**config.mk**
```make
export PLATFORM = sky130hd
export DESIGN_NAME = pvrb_cordic_cell
export DESIGN_NICKNAME = d
export VERILOG_FILES = /design/src/hdl/pvrb_pkg.sv /design/src/hdl/pvrb_cordic_cell.sv
export SDC_FILE = /design/constraint.sdc
export NUM_CORES = 1
export LEC_CHECK = 0
export ABC_AREA = 1
export BUFFER_PORTS_ARGS = -buffer_cell sky130_fd_sc_hd__buf_2
export CAP_MARGIN = 0
export CORE_MARGIN = 3
export CORE_UTILIZATION = 55
export CTS_CLUSTER_DIAMETER = 60
export DETAILED_ROUTE_END_ITERATION = 16
export PLACE_DENSITY = 0.76
export SYNTH_ARGS = -nofsm -noshare
export SYNTH_HDL_FRONTEND = slang
export SYNTH_SLANG_ARGS = --single-unit
```
**constraint.sdc**
```tcl
create_clock -name clk -period 9.17 [get_ports clk]
set_input_delay 1.834 -clock clk [delete_from_list [all_inputs] [get_ports clk]]
set_output_delay 1.834 -clock clk [all_outputs]
set_load 0.005 [all_outputs]
```
**src/hdl/pvrb_pkg.sv**
```systemverilog
package pvrb_pkg;

	// Angle arithmetic in 1/128 degree; the register holds 17 bits, reduction runs on 18.
	localparam int ANGLE_W = 17;
	localparam int AW      = 18;
	localparam logic signed [AW-1:0] ANG_FULL    = 18'sd46080;
	localparam logic signed [AW-1:0] ANG_HALF    = 18'sd23040;
	localparam logic signed [AW-1:0] ANG_QUARTER = 18'sd11520;

	// Residual angle of the rotation chain in 2^-16 degree.
	localparam int ZW        = 25;
	localparam int ZSHIFT    = 9;
	localparam int ATAN_LEN  = 24;

	localparam logic signed [ZW-1:0] ATAN_DEG16 [ATAN_LEN] = '{
		25'sd2949120, 25'sd1740967, 25'sd919879, 25'sd466945,
		25'sd234379,  25'sd117304,  25'sd58666,  25'sd29335,
		25'sd14668,   25'sd7334,    25'sd3667,   25'sd1833,
		25'sd917,     25'sd458,     25'sd229,    25'sd115,
		25'sd57,      25'sd29,      25'sd14,     25'sd7,
		25'sd4,       25'sd2,       25'sd1,      25'sd0
	};

	// Inverse chain gain as a Q30 fraction.
	localparam logic signed [31:0] GAIN_Q30   = 32'sd652032874;
	localparam int                 GUARD_BITS = 8;
	localparam int                 GAIN_SHIFT = 30 - GUARD_BITS;

	localparam int CFG_IW = 3;

	typedef enum logic [CFG_IW-1:0] {
		CFG_ANGLE     = 3'd0,
		CFG_ORIGIN_X  = 3'd1,
		CFG_ORIGIN_Y  = 3'd2,
		CFG_MOVE_X    = 3'd3,
		CFG_MOVE_Y    = 3'd4,
		CFG_LEFT_SIDE = 3'd5
	} cfg_reg_t;

	typedef struct packed {
		logic vld;
		logic last;
	} pipe_ctl_t;

endpackage

```
**src/hdl/pvrb_cordic_cell.sv**
```systemverilog
module pvrb_cordic_cell #(
	parameter int W     = 35,
	parameter int STAGE = 0
) (
	input  logic                          clk,
	input  logic                          arst_n,
	input  pvrb_pkg::pipe_ctl_t           in_ctl,
	input  logic signed [W-1:0]           in_x,
	input  logic signed [W-1:0]           in_y,
	input  logic signed [pvrb_pkg::ZW-1:0] in_z,
	output logic                          in_rdy,
	output pvrb_pkg::pipe_ctl_t           out_ctl,
	output logic signed [W-1:0]           out_x,
	output logic signed [W-1:0]           out_y,
	output logic signed [pvrb_pkg::ZW-1:0] out_z,
	input  logic                          out_rdy
);

	pvrb_pkg::pipe_ctl_t            ctl_q;
	logic signed [W-1:0]            x_q;
	logic signed [W-1:0]            y_q;
	logic signed [pvrb_pkg::ZW-1:0] z_q;
	logic signed [W-1:0]            xs;
	logic signed [W-1:0]            ys;

	// Arithmetic shift of a signed value is a floor shift.
	assign xs     = in_x >>> STAGE;
	assign ys     = in_y >>> STAGE;
	assign in_rdy = !ctl_q.vld || out_rdy;

	always_ff @(posedge clk or negedge arst_n) begin
		if (!arst_n) begin
			ctl_q <= '0;
		end else if (in_rdy) begin
			ctl_q <= in_ctl;
		end
	end

	always_ff @(posedge clk) begin
		if (in_rdy && in_ctl.vld) begin
			if (!in_z[pvrb_pkg::ZW-1]) begin
				x_q <= in_x - ys;
				y_q <= in_y + xs;
				z_q <= in_z - pvrb_pkg::ATAN_DEG16[STAGE];
			end else begin
				x_q <= in_x + ys;
				y_q <= in_y - xs;
				z_q <= in_z + pvrb_pkg::ATAN_DEG16[STAGE];
			end
		end
	end

	assign out_ctl = ctl_q;
	assign out_x   = x_q;
	assign out_y   = y_q;
	assign out_z   = z_q;

endmodule

```
==> flow_summary.toml, run 1 <==
[clock_network]
cts_max_path_buffers = 2
cts_buffers = 9
cts_setup_buffers = 0
clock_latency_ns = 0.37
hold_buffers = 0
cts_resized = 0
htree_levels = 3
cts_tree = "yes"
numClockSinks = 96
cts-root-buf = "clkbuf_16"
cts.clk_slew.worst_paths_ns = 0.07

[timing]
maxSlewHeadroom = 0.1964
fin_crit_sh = 0.4700
tightest_slew_ns = 1.205
hold_viol = 0
fmaxAchievable_mhz = 232.0
tns_ns = 0
slew_viol_final = 0
layout_setup_ws_ns = 4.860
clock_skew_ns = 0.01838
min_period_ns = 4.310
rsz0062_at_grt = "false"
final-setup-viol-count = 0

[finish]
multi_input_area_sq_um = 6832
post-route-util = 0.6311
antenna_cells = 0
nets = 2082
area_growth_pct = 11.65
ff_latch_area_sq_um = 2873
final_cell_mix = "nand2_1 (522), inv_1 (275), buf_2 (197)"
fillers = 1905
final_common_cell = "nand2_1"
drive_above_1_share = 0.1467

[logic_synthesis]
synth_seq_area_share = 0.2586
ys.flop_type = "edfxtp_1"
synthesis.area_sq_um = 11110
ys_types = 45
synth.ff_latch_count = 96
syn-num-nets = 1919
yosys_warnings = 0
ys_async_sr_fraction = 0.02083
synth_edf_count = 94
syn-mean-instance-area_sq_um = 6.512
synthCells = 1706

[floorplanning]
die_h_microns = 148.1
start_util = 0.5653
core_sq_um = 19650
die_area_sq_um = 21940
die_width_microns = 148.1
num_rows = 51
pin_count = 198

[detailed_routing]
routed_via_density = 5.603
remaining_drc_errors = 0
wl_mm = 38.25
num_vias = 11984
antenna_left = 0
drt_iter0_markers = 1542
drt_pass1_iterations = 8
wl_per_cell_microns = 17.88

[grt]
overflow = 0
grt_max_degree = 95
grt_pass1_wl_mm = 57.91
antenna_found_initial = 1
grt_pass1_vias = 10948
grt_util_all_layers = 0.3398

[worst_setup_path]
critPathCaptureType = "output pin"
crit_path_start_kind = "primary input"
cp_data_required_time_ns = 7.34
crit_chain = "buf_2, nor2_1, inv_1, buf_2"
cp_slowest_cell = "nor2_1"
crit_arrival_ns = 2.48
r2r_start = "out_ctl[1]$_DFFE_PN0N_"
path_max_fanout = 3
crit_path_frequent_cell = "buf_2"
critPathLaunch = "out_rdy"
criticalPathCategory = "primary input to output pin"
max_stage_delay_ns = 0.27

[job]
cap_violations = 0

[placed_design]
hpwl_mm = 31.97
place_congestion = 1.000
port_buffers = 197
dp_slack_ns = 4.638

[outcome]
status = "complete, no violations"

[pwr]
ir_drop_mv = 0.07891
powerDensity_nw_per_um2 = 128.7
p_leak_nw = 6.638

[min_path]
worstHoldStart = "out_ctl[0]$_DFFE_PN0N_"
hold_class = "register to register"
[cells by family (layout without fill, tap and decap cells)]
logic type                 after synthesis  after routing  share of synthesized area
buffers and inverters                  334            502                     0.1272
AOI/OAI and AO/OA                      245            245                     0.1216
xor gates and xnor gates                34             34                    0.02681
muxes                                    1              1                  0.0009010
adders and majority gates              113            113                     0.1300
DFF                                     96             96                     0.2586
and+or+nand+nor                        883            883                     0.3349
[registers in the layout, summed over array words and instances (netlist names)]
name     flops
out_ctl      2
out_z       25
out_x       34
out_y       35
[worst paths after layout]
| kind | cells after the start | slack [ns] | end |
|---|---|---|---|
| max | 4 | 4.86 | in_rdy |
| min | 2 | 0.50 | out_ctl[0]$_DFFE_PN0N_ |
| min reg2reg | 2 | 0.50 | out_ctl[0]$_DFFE_PN0N_ |
| max in group asynchronous | 1 | 7.83 | out_ctl[1]$_DFFE_PN0N_ |
| min in group asynchronous | 1 | 1.25 | out_ctl[0]$_DFFE_PN0N_ |
| max reg2reg | 4 | 7.26 | out_y[28]$_DFFE_PP_ |
[worst max-delay path: cells and delay by family]
| family | cells | cell delay, ns |
|---|---|---|
| buf+inv | 3 | 0.37 |
| simple gates | 1 | 0.27 |
[metrics by stage]
step | power (mW) | hold slack [ns] | area (sq um) | cells
final | 1.596 | 0.4997 | 12400 | 2139
after global routing | 1.684 | 0.5240 | 12400 | 2139
after CTS | 1.578 | 0.5029 | 12400 | 2139
after detailed placement | 1.208 | 0.4846 | 12120 | 2123
after global placement | 1.198 | 0.4763 | 12120 | 2123
after floorplan | 0.9922 | 0.4724 | 11110 | 1706
[synth_stat cells, drive strengths merged (2+ instances only)]
cell | number | area [sq um]
nor4 | 3 | 18.77
a21o | 2 | 15.01
dfrtp | 2 | 50.05
o22ai | 4 | 25.02
or2 | 6 | 37.54
a21oi | 123 | 641.9
inv | 286 | 1074
xor2 | 33 | 289.0
clkbuf | 9 | 33.78
nand3 | 164 | 835.8
buf | 39 | 305.3
nor3 | 9 | 60.06
and2 | 4 | 25.02
edfxtp | 94 | 2823
ha | 109 | 1364
o21bai | 21 | 157.7
nand3b | 2 | 15.01
fa | 4 | 80.08
a31oi | 2 | 12.51
o211ai | 4 | 35.03
nor2 | 145 | 594.3
o21ai | 85 | 432.9
nand2 | 534 | 2034
nand4 | 16 | 100.1
[layout make-up]
type                    count  area share
clock inverters             7    0.004842
flip-flops and latches     96      0.2316
inverters                 286     0.08655
well taps                 265     0.02673
clock buffers               9     0.01816
repair buffers            200     0.08131
multi-input cells        1276      0.5508
[report_power, final]
part           internal (mW)  leakage [nW]  switching, mW
logic                  0.209          5.59          0.461
registers              0.541         0.921        0.00957
clock network          0.189         0.131          0.187
total                  0.939          6.64          0.657
[per-layer routing]
metal / vias to the layer above / global-route usage / share of wire
met1: 5406 / 0.4949 / 0.43
met2: 721 / 0.5067 / 0.42
li1: 5766 / - / -
met4: 2 / 0.1085 / 0.031
met3: 89 / 0.07160 / 0.12
met5: - / 0 / 0.00039
Power figures use the tool's default switching activity.
==> run 2, diff against run 1 <==
Clock period 9.17 ns to 4.4 ns, I/O delays scaled along.
==> run 2 against run 1 <==
  * Core utilization rose by 0.11 points
  * Sequential power rose by 110%
  * Via count is 0.40% higher
  * Die area unchanged
  * Worst setup slack got worse by 3.6 ns
  * Count of clock-buffer cells in the layout unchanged
  * Clock skew decreased by 0.0077 ns
  * Design area grew 0.18%
  * Routed wire length increased by 1.3%
  * Critical path depth grew 10
  * Register-to-register slack lost 4.6 ns
==> flow_summary.toml, run 2 (synthesized netlist as in run 1, its figures left out) <==
[timing]
tightest_slew_ns = 0.7946
layout_setup_ws_ns = 1.269
clock_skew_ns = 0.01070
min_period_ns = 3.131
maxSlewHeadroom = 0.4702
final-setup-viol-count = 0
rsz0062_at_grt = "false"
holdWs_ns = 0.2849
fin_crit_sh = 0.7116
tns_ns = 0
slew_viol_final = 0
fmaxAchievable_mhz = 319.4
hold_viol = 0

[outcome]
status = "complete, no violations"

[finish]
final_common_cell = "nand2_1"
final_cell_mix = "nand2_1 (522), inv_1 (275), buf_2 (197)"
antenna_cells = 0
drive_above_1_share = 0.1472
area_growth_pct = 11.85
largest_register_ffs = 35
nets = 2083

[floorplanning]
pin_count = 198
num_rows = 51
die_width_microns = 148.1
die_h_microns = 148.1
die_area_sq_um = 21940
core_sq_um = 19650
start_util = 0.5653

[worst_setup_path]
worstSetupEndpoint = "out_x[24]$_DFFE_PP_"
cp_data_required_time_ns = 4.52
r2r-end = "out_y[10]$_DFFE_PP_"
r2r_start = "out_ctl[1]$_DFFE_PN0N_"
reg2reg_depth = 4
worst-r2r-setup-slack_ns = 2.67
crit_path_start_kind = "primary input"
criticalPathCategory = "primary input to register"
critPathLaunch = "in_x[0]"
critPathCaptureType = "register"
crit_arrival_ns = 3.26
path_max_fanout = 4

[pwr]
powerDensity_nw_per_um2 = 269.7
p_leak_nw = 6.648
ir_drop_mv = 0.1840

[placed_design]
dp_slack_ns = 0.9889
port_buffers = 197
place_congestion = 1.146
hpwl_mm = 32.37

[detailed_routing]
drt_pass1_iterations = 8
remaining_drc_errors = 0
routed_via_density = 5.622
antenna_left = 0
wl_mm = 38.76
drt_iter0_markers = 1279
num_vias = 12032
wl_per_cell_microns = 18.11

[clock_network]
numClockSinks = 96
cts_resized = 0
cts_buffers = 9
hold_buffers = 0
htree_levels = 3
cts_max_path_buffers = 2
cts_tree = "yes"
cts_setup_buffers = 0
cts-root-buf = "clkbuf_16"
cts.clk_slew.worst_paths_ns = 0.08
clock_latency_ns = 0.37

[grt]
grt_pass1_vias = 11122
grt_max_degree = 80
antenna_found_initial = 0
grt_pass1_wl_mm = 59.49
overflow = 0
grt_util_all_layers = 0.3466

[job]
cap_violations = 0

[min_path]
hold_class = "primary input to asynchronous set/reset pin"
==> run 2: worst max-delay path, stage by stage <==
cell and delay [ns]:
buf_2 0.11, inv_1 0.05, ha_1 0.28, fa_1 0.49, o21bai_1 0.54, nand2_1 0.16, nand2_1 0.12, nand2_1 0.07
nand2_1 0.20, nand2_1 0.10, nand2_1 0.07, nand2_1 0.04, nand3_1 0.08, nand2_1 0.06
==> run 2: how the worst min path moves through the flow <==
stage                                start                endpoint  slack [ns]  cells past startpoint
floorplan           out_ctl[0]$_DFFE_PN0N_  out_ctl[0]$_DFFE_PN0N_        0.47                      2
global placement    out_ctl[0]$_DFFE_PN0N_  out_ctl[0]$_DFFE_PN0N_        0.47                      2
detailed placement  out_ctl[0]$_DFFE_PN0N_  out_ctl[0]$_DFFE_PN0N_        0.47                      2
CTS                                 arst_n  out_ctl[0]$_DFFE_PN0N_        0.28                      1
global route                        arst_n  out_ctl[0]$_DFFE_PN0N_        0.28                      1
finish                              arst_n  out_ctl[0]$_DFFE_PN0N_        0.28                      1
==> run 2: where the power goes <==
part           internal [mW]  leakage (nW)  switching [mW]  total [mW]
sequential              1.13         0.921          0.0215        1.15
clock                  0.396         0.132           0.410       0.805
combinational          0.440          5.60           0.959        1.40
==> run 2: metrics by stage <==
step / util / instance area [sq um] / instances / total power, mW
6_report: 0.6322 / 12430 / 2140 / 3.351
5_1_grt: 0.6322 / 12430 / 2140 / 3.537
3_3_place_gp: 0.6176 / 12140 / 2124 / 2.493
4_1_cts: 0.6322 / 12430 / 2140 / 3.307
3_5_place_dp: 0.6176 / 12140 / 2124 / 2.519
2_1_floorplan: - / 11110 / 1706 / 2.065
==> run 2: final cells by class <==
cell class | count | area [sq um]
Clock inverter | 7 | 62.56
Tap cell | 265 | 331.6
Multi-Input combinational cell | 1276 | 6832
Sequential cell | 96 | 2873
Timing Repair Buffer | 201 | 1028
Inverter | 286 | 1074
Fill cell | 1965 | 7228
Clock buffer | 9 | 225.2
==> run 2: layer usage <==
metal / GRT usage / routed length (microns)
met5: 0 / 0
met4: 0.09885 / 1170
met3: 0.06338 / 4757
met2: 0.5305 / 16390
met1: 0.5045 / 16440
