## src/hdl/pvrb_pkg.sv

```systemverilog
package pvrb_pkg;

	// Angle arithmetic in 1/128 degree; the register holds 17 bits, reduction runs on 18.
	localparam int ANGLE_W = 17;
	localparam int AW      = 18;
	localparam logic signed [AW-1:0] ANG_FULL    = 18'sd46080;
	localparam logic signed [AW-1:0] ANG_HALF    = 18'sd23040;
	localparam logic signed [AW-1:0] ANG_QUARTER = 18'sd11520;

	// Residual angle of the rotation chain in 2^-16 degree.
	localparam int ZW        = 25;
	localparam int ZSHIFT    = 9;
	localparam int ATAN_LEN  = 24;

	localparam logic signed [ZW-1:0] ATAN_DEG16 [ATAN_LEN] = '{
		25'sd2949120, 25'sd1740967, 25'sd919879, 25'sd466945,
		25'sd234379,  25'sd117304,  25'sd58666,  25'sd29335,
		25'sd14668,   25'sd7334,    25'sd3667,   25'sd1833,
		25'sd917,     25'sd458,     25'sd229,    25'sd115,
		25'sd57,      25'sd29,      25'sd14,     25'sd7,
		25'sd4,       25'sd2,       25'sd1,      25'sd0
	};

	// Inverse chain gain as a Q30 fraction.
	localparam logic signed [31:0] GAIN_Q30   = 32'sd652032874;
	localparam int                 GUARD_BITS = 8;
	localparam int                 GAIN_SHIFT = 30 - GUARD_BITS;

	localparam int CFG_IW = 3;

	typedef enum logic [CFG_IW-1:0] {
		CFG_ANGLE     = 3'd0,
		CFG_ORIGIN_X  = 3'd1,
		CFG_ORIGIN_Y  = 3'd2,
		CFG_MOVE_X    = 3'd3,
		CFG_MOVE_Y    = 3'd4,
		CFG_LEFT_SIDE = 3'd5
	} cfg_reg_t;

	typedef struct packed {
		logic vld;
		logic last;
	} pipe_ctl_t;

endpackage

```

## src/hdl/pvrb_bbox.sv

```systemverilog
module pvrb_bbox #(
	parameter int C = 24,
	parameter int W = 35
) (
	input  logic                 clk,
	input  logic                 arst_n,
	input  pvrb_pkg::pipe_ctl_t  in_ctl,
	input  logic signed [W-1:0]  in_x,
	input  logic signed [W-1:0]  in_y,
	input  logic signed [C-1:0]  origin_x,
	input  logic signed [C-1:0]  origin_y,
	output logic                 in_rdy,
	output logic                 out_vld,
	output logic [C-1:0]         rot_x,
	output logic [C-1:0]         rot_y,
	output logic                 box_valid,
	output logic [C-1:0]         box_min_x,
	output logic [C-1:0]         box_min_y,
	output logic [C-1:0]         box_width,
	output logic [C-1:0]         box_height,
	input  logic                 out_rdy
);

	localparam int RW = W - pvrb_pkg::GUARD_BITS;
	localparam int VW = RW + 1;

	logic signed [W-1:0]  xh;
	logic signed [W-1:0]  yh;
	logic signed [VW-1:0] vx;
	logic signed [VW-1:0] vy;
	logic signed [C-1:0]  sx;
	logic signed [C-1:0]  sy;

	pvrb_pkg::pipe_ctl_t  ctl_s1;
	logic signed [C-1:0]  rx_s1;
	logic signed [C-1:0]  ry_s1;
	logic                 rdy_s1;
	logic                 load_out;

	logic                 out_vld_q;
	logic [C-1:0]         rot_x_q;
	logic [C-1:0]         rot_y_q;
	logic                 box_valid_q;
	logic [C-1:0]         box_min_x_q;
	logic [C-1:0]         box_min_y_q;
	logic [C-1:0]         box_width_q;
	logic [C-1:0]         box_height_q;

	logic                 started_q;
	logic signed [C-1:0]  run_min_x_q;
	logic signed [C-1:0]  run_max_x_q;
	logic signed [C-1:0]  run_min_y_q;
	logic signed [C-1:0]  run_max_y_q;
	logic signed [C-1:0]  nmin_x;
	logic signed [C-1:0]  nmax_x;
	logic signed [C-1:0]  nmin_y;
	logic signed [C-1:0]  nmax_y;

	// Round half up to the coordinate grid, then put the origin back.
	assign xh = in_x + W'(1 << (pvrb_pkg::GUARD_BITS - 1));
	assign yh = in_y + W'(1 << (pvrb_pkg::GUARD_BITS - 1));
	assign vx = VW'($signed(xh[W-1:pvrb_pkg::GUARD_BITS])) + VW'(origin_x);
	assign vy = VW'($signed(yh[W-1:pvrb_pkg::GUARD_BITS])) + VW'(origin_y);

	always_comb begin
		if (vx[VW-1:C-1] == {(VW-C+1){vx[VW-1]}}) begin
			sx = vx[C-1:0];
		end else begin
			sx = {vx[VW-1], {(C-1){~vx[VW-1]}}};
		end
		if (vy[VW-1:C-1] == {(VW-C+1){vy[VW-1]}}) begin
			sy = vy[C-1:0];
		end else begin
			sy = {vy[VW-1], {(C-1){~vy[VW-1]}}};
		end
	end

	assign load_out = !out_vld_q || out_rdy;
	assign rdy_s1   = !ctl_s1.vld || load_out;
	assign in_rdy   = rdy_s1;

	always_ff @(posedge clk or negedge arst_n) begin
		if (!arst_n) begin
			ctl_s1 <= '0;
		end else if (rdy_s1) begin
			ctl_s1 <= in_ctl;
		end
	end

	always_ff @(posedge clk) begin
		if (rdy_s1 && in_ctl.vld) begin
			rx_s1 <= sx;
			ry_s1 <= sy;
		end
	end

	// The first vertex of a run seeds all four extremes.
	always_comb begin
		nmin_x = (!started_q || rx_s1 < run_min_x_q) ? rx_s1 : run_min_x_q;
		nmax_x = (!started_q || rx_s1 > run_max_x_q) ? rx_s1 : run_max_x_q;
		nmin_y = (!started_q || ry_s1 < run_min_y_q) ? ry_s1 : run_min_y_q;
		nmax_y = (!started_q || ry_s1 > run_max_y_q) ? ry_s1 : run_max_y_q;
	end

	always_ff @(posedge clk or negedge arst_n) begin
		if (!arst_n) begin
			out_vld_q   <= 1'b0;
			started_q   <= 1'b0;
			run_min_x_q <= '0;
			run_max_x_q <= '0;
			run_min_y_q <= '0;
			run_max_y_q <= '0;
		end else if (load_out) begin
			out_vld_q <= ctl_s1.vld;
			if (ctl_s1.vld) begin
				started_q   <= !ctl_s1.last;
				run_min_x_q <= nmin_x;
				run_max_x_q <= nmax_x;
				run_min_y_q <= nmin_y;
				run_max_y_q <= nmax_y;
			end
		end
	end

	always_ff @(posedge clk) begin
		if (load_out && ctl_s1.vld) begin
			rot_x_q     <= rx_s1;
			rot_y_q     <= ry_s1;
			box_valid_q <= ctl_s1.last;
			if (ctl_s1.last) begin
				box_min_x_q  <= nmin_x;
				box_min_y_q  <= nmin_y;
				box_width_q  <= nmax_x - nmin_x;
				box_height_q <= nmax_y - nmin_y;
			end else begin
				box_min_x_q  <= '0;
				box_min_y_q  <= '0;
				box_width_q  <= '0;
				box_height_q <= '0;
			end
		end
	end

	assign out_vld    = out_vld_q;
	assign rot_x      = rot_x_q;
	assign rot_y      = rot_y_q;
	assign box_valid  = box_valid_q;
	assign box_min_x  = box_min_x_q;
	assign box_min_y  = box_min_y_q;
	assign box_width  = box_width_q;
	assign box_height = box_height_q;

endmodule

```

## config.mk

```make
export PLATFORM = sky130hd
export DESIGN_NAME = pvrb_bbox
export DESIGN_NICKNAME = d
export VERILOG_FILES = /design/src/hdl/pvrb_pkg.sv /design/src/hdl/pvrb_bbox.sv
export SDC_FILE = /design/constraint.sdc
export NUM_CORES = 1
export LEC_CHECK = 0
export ABC_AREA = 1
export BUFFER_PORTS_ARGS = -buffer_cell sky130_fd_sc_hd__buf_2
export CAP_MARGIN = 20
export CORE_ASPECT_RATIO = 1.75
export CORE_MARGIN = 4
export CORE_UTILIZATION = 50
export CTS_CLUSTER_DIAMETER = 150
export DETAILED_ROUTE_END_ITERATION = 7
export GPL_ROUTABILITY_DRIVEN = 0
export GPL_TIMING_DRIVEN = 1
export PLACE_DENSITY = 0.71
export SYNTH_ARGS = -nofsm -noshare
export SYNTH_HDL_FRONTEND = slang
export SYNTH_SLANG_ARGS = --single-unit
export TNS_END_PERCENT = 100
```

## constraint.sdc

```tcl
create_clock -name clk -period 17.6 [get_ports clk]
set_input_delay 0.88 -clock clk [delete_from_list [all_inputs] [get_ports clk]]
set_output_delay 0.88 -clock clk [all_outputs]
set_load 0.02 [all_outputs]
```

==> results of run 1 <==
==> logic make-up (layout without fill, tap and decap cells) <==
family,Yosys count,after routing,synth area share [%]
DFF,293,293,40.3
other,0,5,0
xor gates and xnor gates,88,88,3.87
and+or+nand+nor,1056,1056,22.1
buffers and inverters,379,628,7.37
AOI/OAI and AO/OA,521,521,14.1
adders and majority gates,200,200,12.3
==> state kept, by name, indices dropped and copies added, names as in the netlist <==
register	flops
box_valid	1
out_vld	1
rot_x	24
box_min_y	24
box_min_x	24
ctl_s1	2
box_width	24
ry_s1	24
run_min_x_q	24
rx_s1	24
box_height	24
run_max_y_q	24
run_min_y_q	24
rot_y	24
run_max_x_q	24
started_q	1
==> cell type report <==
class / instances / area share, %
Antenna cell: 5 / 0.0539
Clock buffer: 31 / 3.06
Clock inverter: 19 / 0.696
Inverter: 314 / 5.11
Multi-Input combinational cell: 1865 / 46.4
Sequential cell: 293 / 35.8
Tap cell: 550 / 2.97
Timing Repair Buffer: 264 / 5.89
==> per-layer routing <==
metal,share of wire [%],routed length (µm)
met2,54,30700
met4,5.4,3050
met3,5.2,2960
met5,0,0
met1,35,19900
==> power by group through the flow <==
stage	clock network (mW)	logic (mW)	registers, mW
finish	0.583	2.25	1.16
global route	0.624	2.53	1.18
CTS	0.598	2.23	1.16
detailed placement	0	2.22	1.17
global placement	0	2.15	1.16
floorplan	0	1.52	1.26
==> placed cells by master, fill, tap and decap left out, types with 5 or more instances in the layout <==
master,n
diode_2,5
nand3_2,6
nand3_1,105
nand4_1,50
xor2_1,59
a21oi_1,176
clkinv_4,7
clkbuf_16,27
a21oi_2,15
nor2_2,5
inv_2,7
o21a_1,14
edfxtp_1,193
o21ai_0,228
nor4_1,6
nor3_1,26
nor3_2,5
ha_1,196
o21bai_1,10
xnor2_1,27
buf_2,254
a21boi_0,5
nand2_2,35
nand2_1,578
dfrtp_1,100
o21ai_1,18
a21o_1,25
a31oi_1,14
nor2_1,220
buf_4,9
inv_1,306
==> path summary, 6_finish.rpt <==
check                               startpoint                            to  cells after the start
setup / recovery           ry_s1[23]$_DFFE_PP_  box_height[17]$_SDFFCE_PN0P_                     23
hold / removal                          arst_n   run_max_y_q[12]$_DFFE_PN0P_                      1
setup reg to reg           ry_s1[23]$_DFFE_PP_  box_height[17]$_SDFFCE_PN0P_                     23
hold reg to reg             ry_s1[0]$_DFFE_PP_            rot_y[0]$_DFFE_PP_                      0
max in group asynchronous               arst_n   run_min_x_q[21]$_DFFE_PN0P_                      3
min in group clk            ry_s1[0]$_DFFE_PP_            rot_y[0]$_DFFE_PP_                      0
==> critical path, cell delays in order (launching register included) <==
cell and delay, ns:
edfxtp_1 0.57, ha_1 0.43, nand2_1 0.09, nor2_1 0.13, and2_1 0.27, nand2_1 0.07
nor2_1 0.26, nor2_1 0.11, nand3_1 0.16, nand3_2 0.45, buf_4 0.44, a21oi_1 0.46
ha_1 0.37, a21oi_1 0.14, nand2_1 0.11, a21boi_0 0.28, o21ai_0 0.19, a21oi_1 0.19
inv_1 0.09, nand2_1 0.06, nand2_1 0.07, a21oi_1 0.19, and2_1 0.15, nor2_1 0.04
==> through the flow <==
step | instances | cell area (µm²) | hold slack (ns)
finish | 3341 | 23200 | 0.268
global route | 3340 | 23200 | 0.277
CTS | 3335 | 23200 | 0.258
detailed placement | 3285 | 22300 | 0.476
global placement | 3285 | 22300 | 0.468
floorplan | 2537 | 20600 | 0.426
==> results.json, run 1 <==
{
  "max_freq_ghz": 0.178,
  "ys_top_cells_by_count": "nand2_1 (579), inv_1 (308), o21ai_0 (228), nor2_1 (220), ha_1 (196)",
  "placeableCoreArea_mm2": 0.0408,
  "initial_utilization_pct": 50.4,
  "final.setup_skew_ns": 0.0498,
  "yosys.cell_types.count": 56,
  "cts_root_buffer": "clkbuf_16",
  "p_total_mw": 3.99,
  "cts_sinks": 293,
  "setup_viol": 0,
  "endpoint_kind": "flip-flop",
  "grt_pass1_vias": 17900,
  "yosysWarningCount": 0,
  "ant_nets": 0,
  "fin_setup_tns_ns": 0,
  "grt_use_met1_pct": 25.6,
  "rsz0062_at_grt": "no",
  "syn_avg_cell_area_um2": 8.11,
  "required_ns": 17.89,
  "power.density_mw_per_mm2": 172,
  "grt_max_degree": 148,
  "ctsHoldBuffers": 0,
  "synth-main-ff-cell": "edfxtp_1",
  "grt_pass1_wl_um": 89900,
  "wl_per_cell_um": 17.0,
  "clkTransAtPathRegs_ns": 0.07,
  "p_int_mw": 2.08,
  "ir_drop_mv": 0.0880,
  "synth_top_cell_by_area": "edfxtp_1",
  "use_met2_pct": 48.1,
  "crit_path_start_kind": "flip-flop",
  "htreeDepth": 1,
  "synth_edf_count": 193,
  "slew_violations": 0,
  "io_buffers": 255,
  "layout-drive-gt1-share_pct": 14.6,
  "synth_top_area_share_pct": 28.2,
  "fin_util_pct": 56.8,
  "reg2reg_slack_ns": 12.00,
  "worstPathArrival_ns": 5.89,
  "p_comb_share_pct": 56.3,
  "synth_cells": 2537,
  "die_h_um": 276,
  "drc_errors": 0,
  "fillCellCount": 3732,
  "synthArstFlopShare_pct": 34.1,
  "vias": 18200,
  "layout_worst_path_cycle_share_pct": 31.8,
  "ys_seq_elements": 293,
  "grt_busiest_layer": "met2",
  "period_minus_slack_ns": 5.60,
  "synth_most_common_cell": "nand2_1",
  "viasPerCell": 5.45,
  "critPathKind": "flip-flop to flip-flop",
  "grt_use_met3_pct": 3.36,
  "pwr-share-clk_pct": 14.6,
  "layout.nets": 3088,
  "regArea_mm2": 0.00830,
  "clock_path_buffers": 3,
  "track_usage_pct": 24.8,
  "setup_slack_ns": 12.00,
  "dr.first_iter.drc_count": 1180,
  "clock_latency_ns": 0.58,
  "switchingPower_mw": 1.91,
  "multi_input_area_mm2": 0.0108,
  "hold_class": "input port to async pin",
  "std_cell_rows": 98,
  "dr.pass1.iters": 7,
  "area_growth_pct": 12.7,
  "hold_viol": 0,
  "slew_headroom_pct": 27.7,
  "io_pins": 270,
  "seqPwrFrac_pct": 29.1,
  "synthTopCellsByArea": "edfxtp_1 (28%), dfrtp_1 (12%), ha_1 (12%), nand2_1 (11%), inv_1 (5.6%)",
  "maxCapViolCount": 0,
  "cts_inserted_buffers": 27,
  "worst_pin_slew_ns": 1.08,
  "pre_cts_ws_ns": 11.74,
  "cts-resized-gates": 0,
  "gr-total-overflow": 0,
  "die-area_mm2": 0.0446,
  "fp.dieW_um": 161,
  "drt_wl_total_um": 56700,
  "netlist_area_mm2": 0.0206,
  "antenna_found_initial": 4,
  "power.share.switching_pct": 47.9,
  "cts_tree": "yes",
  "post-cts-setup-buffers": 0,
  "synth.yosys.seq_area_share_pct": 40.3,
  "crit_fanout": 29,
  "hpwl_um": 44500,
  "p_leak_nw": 11.1,
  "run_status": "completed",
  "syn_nets": 2860
}
(Power assumes the default switching activity.)
==> run 2: changes to the inputs <==
PLACE_DENSITY = 0.73   (was 0.71)
clock period = 4.9 ns   (was 17.6 ns; I/O delays follow)
==> run 2 against run 1 <==
Against the previous run:
- cell area up 2.1%
- routed wire length up 3.0%
- sequential share of layout area down 0.72 points
- first-iteration DRC count down 7.4%
- cell count up 1.1%
- clock power rose to 3.9 times the previous value
- hold slack worse by 0.12 ns
- combinational power rose to 3.8 times the previous value
- flip-flop and latch count unchanged
- clock skew down 0.026 ns
- count of clock-buffer cells in the layout unchanged
- via count up 1.5%
- critical path type unchanged
- largest cell class unchanged
- highest routed layer unchanged
==> results.json, run 2 (synthesized netlist as in run 1, its figures left out) <==
{
  "run_status": "completed",
  "cts_root_buffer": "clkbuf_16",
  "worst_pin_slew_ns": 1.05,
  "viasPerCell": 5.47,
  "drc_errors": 0,
  "clock_path_buffers": 3,
  "pwr-share-clk_pct": 15.4,
  "setup_slack_ns": 0.344,
  "p_int_mw": 7.89,
  "p_total_mw": 14.9,
  "hold_class": "input port to flip-flop",
  "multi_input_area_mm2": 0.0108,
  "final.setup_skew_ns": 0.0239,
  "fp.dieW_um": 161,
  "required_ns": 5.21,
  "layout-drive-gt1-share_pct": 15.9,
  "layout_worst_path_cycle_share_pct": 93.0,
  "crit_fanout": 18,
  "whs_ns": 0.149,
  "slew_violations": 0,
  "crit_path_start_kind": "flip-flop",
  "dp_cells": 3306,
  "power.density_mw_per_mm2": 630,
  "area_growth_pct": 15.0,
  "clkTransAtPathRegs_ns": 0.07,
  "final_cells": 3377,
  "cts_tree": "yes",
  "dr.first_iter.drc_count": 1093,
  "hold_viol": 0,
  "critPathKind": "flip-flop to flip-flop",
  "p_leak_nw": 11.3,
  "fin_area_mm2": 0.0237,
  "die_h_um": 276,
  "cts_inserted_buffers": 28,
  "seqPwrFrac_pct": 27.9,
  "maxCapViolCount": 0,
  "io_pins": 270,
  "period_minus_slack_ns": 4.56,
  "worstPathArrival_ns": 4.87,
  "initial_utilization_pct": 50.4,
  "std_cell_rows": 98,
  "layout.nets": 3125,
  "wl_per_cell_um": 17.3,
  "grt_pass1_vias": 18400,
  "endpoint_kind": "flip-flop",
  "track_usage_pct": 25.4,
  "drt_wl_total_um": 58400,
  "final_common_cell": "nand2_1",
  "placeableCoreArea_mm2": 0.0408,
  "cts_sinks": 293,
  "antenna_found_initial": 3,
  "gr-total-overflow": 0,
  "grt_max_degree": 146,
  "htreeDepth": 1,
  "fillCellCount": 3669,
  "grt_pass1_wl_um": 91800,
  "layout_common_cells": "nand2_1 (576), inv_1 (306), buf_2 (254), o21ai_0 (221), nor2_1 (219)",
  "setup_viol": 0,
  "power.share.switching_pct": 47.1,
  "pre_cts_ws_ns": 0.103,
  "switchingPower_mw": 7.02,
  "placed_cell_area_mm2": 0.0225,
  "fin_setup_tns_ns": 0,
  "hpwl_um": 45700,
  "dr.pass1.iters": 8,
  "fin_util_pct": 58.0,
  "max_freq_ghz": 0.219,
  "p_comb_share_pct": 56.7,
  "clock_latency_ns": 0.57,
  "slew_headroom_pct": 30.2,
  "ant_nets": 0,
  "regArea_mm2": 0.00830,
  "io_buffers": 255,
  "vias": 18500,
  "die-area_mm2": 0.0446,
  "ir_drop_mv": 0.322
}
==> run 2: layout make-up <==
type,instances,share of cell area (%)
Antenna cell,3,0.0317
Timing Repair Buffer,300,7.18
Sequential cell,293,35.0
Clock inverter,21,1.04
Multi-Input combinational cell,1865,45.6
Tap cell,550,2.91
Clock buffer,31,3.13
Inverter,314,5.02
==> run 2: final timing paths <==
kind | start | end | slack, ns | cells past startpoint
max in group asynchronous | arst_n | run_min_x_q[1]$_DFFE_PN0P_ | 3.47 | 3
min reg2reg | run_min_x_q[19]$_DFFE_PN0P_ | run_min_x_q[19]$_DFFE_PN0P_ | 0.49 | 2
min | origin_x[0] | rx_s1[0]$_DFFE_PP_ | 0.15 | 4
min in group asynchronous | arst_n | run_min_y_q[13]$_DFFE_PN0P_ | 0.37 | 2
max | rx_s1[15]$_DFFE_PP_ | box_width[21]$_SDFFCE_PN0P_ | 0.34 | 20
max reg2reg | rx_s1[15]$_DFFE_PP_ | box_width[21]$_SDFFCE_PN0P_ | 0.34 | 20
==> run 2: routing by layer <==
layer / vias to the layer above / GRT usage, % / part of all wire, %
met5: - / 0 / 0
met3: 200 / 3.12 / 5.2
li1: 9049 / - / -
met2: 638 / 49.4 / 54
met1: 8581 / 25.3 / 34
met4: 0 / 14.7 / 6.5
==> run 2: worst max-delay path: stages, from the launching register on <==
cell and delay [ns]:
edfxtp_1 0.47, ha_1 0.35, nand2_1 0.09, nor2_1 0.17, nand4_1 0.26, nor2b_1 0.19, nand2_1 0.10, nand2_1 0.09
nand2_1 0.06, nand3_2 0.12, inv_4 0.09, buf_4 0.21, o21ai_0 0.53, ha_1 0.38, a21oi_1 0.18, o21ai_0 0.17
a21oi_1 0.18, o211ai_1 0.19, a31o_2 0.25, o21ai_0 0.15, a21oi_1 0.07
==> run 2: power groups by stage <==
stage	combinational [mW]	sequential (mW)	clock, mW
2_1_floorplan	5.47	4.53	0
3_3_place_gp	7.93	4.19	0
3_5_place_dp	8.17	4.21	0
4_1_cts	8.22	4.17	2.34
5_1_grt	9.53	4.24	2.42
6_report	8.45	4.17	2.30
==> run 2: timing repair <==
item | in CTS | in global routing
hold buffers | 4 | 0
setup buffers | 0 | 10
resized for setup | 0 | 18
hold endpoints to repair | 68 | 0
endpoints found under the setup margin | 0 | 21
==> run 3: changes to the inputs <==
PLACE_DENSITY = 0.72   (was 0.73)
==> run 3 against run 2 <==
Against the previous run:
- routed wire length down 1.3%
- first-iteration DRC count fell by 2.3%
- register-to-register slack barely moved
- utilization down 0.19 points
- critical path depth increased by 7
- clock power is 9.6% lower
- die area unchanged
- combinational power about the same
- clock skew about the same
- fmax rose by 0.29%
- global-route usage shrank 0.19 points
- cell area fell by 0.33%
- critical endpoint is now box_width[20]$_SDFFCE_PN0P_
- highest routed layer unchanged
==> results.json, run 3 (synthesized netlist as in run 1, its figures left out) <==
{
  "rsz0062_at_grt": "yes",
  "hold_class": "input port to flip-flop",
  "endpoint_kind": "flip-flop",
  "layout_common_cells": "nand2_1 (578), inv_1 (306), buf_2 (254), o21ai_0 (224), nor2_1 (220)",
  "pre_cts_ws_ns": 0.146,
  "fp.dieW_um": 161,
  "antenna_found_initial": 2,
  "final_common_cell": "nand2_1",
  "track_usage_pct": 25.2,
  "die_h_um": 276,
  "p_leak_nw": 11.4,
  "setup_slack_ns": 0.357,
  "worstPathArrival_ns": 4.86,
  "htreeDepth": 1,
  "grt_pass1_wl_um": 90800,
  "clkTransAtPathRegs_ns": 0.07,
  "viasPerCell": 5.39,
  "drt_wl_total_um": 57600,
  "gr-total-overflow": 0,
  "reg2reg_from": "rx_s1[9]$_DFFE_PP_",
  "vias": 18200,
  "hold_viol": 0,
  "layout.nets": 3138,
  "cts_tree": "yes",
  "max_freq_ghz": 0.220,
  "crit_fanout": 12,
  "cts_sinks": 293,
  "grt_max_degree": 173,
  "reg2reg_slack_ns": 0.36,
  "io_buffers": 255,
  "io_pins": 270,
  "post-cts-setup-buffers": 0,
  "cts_root_buffer": "clkbuf_16",
  "layout_worst_path_cycle_share_pct": 92.7,
  "critPathKind": "flip-flop to flip-flop",
  "wl_per_cell_um": 17.0,
  "layout-drive-gt1-share_pct": 15.9,
  "required_ns": 5.21,
  "maxCapViolCount": 0,
  "worst_pin_slew_ns": 1.05,
  "period_minus_slack_ns": 4.54,
  "slew_violations": 0,
  "placed_cell_area_mm2": 0.0227,
  "fillCellCount": 3717,
  "worstHoldStart": "origin_x[0]",
  "ant_nets": 0,
  "hpwl_um": 44900,
  "cp-startpoint": "rx_s1[9]$_DFFE_PP_",
  "power.density_mw_per_mm2": 624,
  "dr.first_iter.drc_count": 1068,
  "drc_errors": 0,
  "cts_inserted_buffers": 26,
  "die-area_mm2": 0.0446,
  "ir_drop_mv": 0.318,
  "grt_pass1_vias": 18000,
  "run_status": "completed",
  "area_growth_pct": 14.7,
  "clock_latency_ns": 0.56,
  "slew_headroom_pct": 30.3,
  "crit_path_start_kind": "flip-flop",
  "final.setup_skew_ns": 0.0234,
  "std_cell_rows": 98,
  "multi_input_area_mm2": 0.0108,
  "placeableCoreArea_mm2": 0.0408,
  "clock_path_buffers": 3,
  "initial_utilization_pct": 50.4,
  "fin_area_mm2": 0.0236,
  "setup_viol": 0,
  "dr.pass1.iters": 5,
  "regArea_mm2": 0.00830
}
-- run 3: metal layers --
layer | wire length, µm | global-route usage, % | up-vias
met5 | 0 | 0 | -
met4 | 3390 | 13.2 | 0
met3 | 2790 | 2.85 | 174
met2 | 31000 | 48.9 | 561
met1 | 20400 | 26.0 | 8434
li1 | - | - | 9071
-- run 3: area by class of cell --
class | count | area share, %
flip-flops and latches | 293 | 35.2
repair buffers | 315 | 7.58
clock buffers | 31 | 2.92
inverters | 314 | 5.04
diodes | 2 | 0.0212
multi-input cells | 1865 | 45.7
well taps | 550 | 2.92
clock inverters | 16 | 0.679
-- run 3: worst paths after layout --
path                                               endpoint  cells past startpoint
worst max-delay path            box_width[20]$_SDFFCE_PN0P_                     27
worst min-delay path                     rx_s1[0]$_DFFE_PP_                      4
worst max register to register  box_width[20]$_SDFFCE_PN0P_                     27
worst min register to register   run_min_x_q[3]$_DFFE_PN0P_                      2
max in group asynchronous        run_min_x_q[2]$_DFFE_PN0P_                      3
min in group asynchronous       run_min_y_q[13]$_DFFE_PN0P_                      2
-- run 3: stage by stage --
stage / util (%) / instances / hold WS [ns] / power (mW) / TNS (ns)
3_3_place_gp: 55.6 / 3333 / 0.307 / 12.3 / 0
4_1_cts: 57.8 / 3384 / 0.128 / 14.7 / 0
6_report: 57.8 / 3386 / 0.142 / 14.7 / 0
3_5_place_dp: 55.6 / 3333 / 0.308 / 12.6 / 0
2_1_floorplan: - / 2537 / -0.0506 / 10.0 / 0
5_1_grt: 57.8 / 3386 / 0.165 / 16.0 / -0.0386
-- run 3: power by group --
part / internal, mW / switching (mW)
Clock: 1.12 / 0.955
Sequential: 3.72 / 0.442
Combinational: 2.95 / 5.52
-- run 3: timing repair --
action | in CTS | in global routing
setup endpoints to repair | 0 | 8
hold endpoints to repair | 46 | 0
hold buffers | 4 | 0
gates resized for setup | 0 | 6
-- run 3: critical path, stage by stage, from the launching register on --
cell and delay (ns):
edfxtp_1 0.51, ha_1 0.36, nand2_1 0.07, nand2_1 0.05
nand2_1 0.05, nand2_1 0.05, nand2_1 0.06, nand2_1 0.14
a21oi_1 0.26, nand2_1 0.11, nand2_1 0.08, nand3_2 0.13
inv_4 0.18, o21ai_0 0.16, inv_1 0.09, ha_1 0.18
inv_1 0.08, fa_1 0.40, nand3_1 0.09, nand2_1 0.10
a31oi_2 0.21, inv_1 0.13, a21oi_1 0.25, o21ai_0 0.18
nand3_1 0.10, nand2_1 0.07, o21ai_0 0.17, a21oi_1 0.05
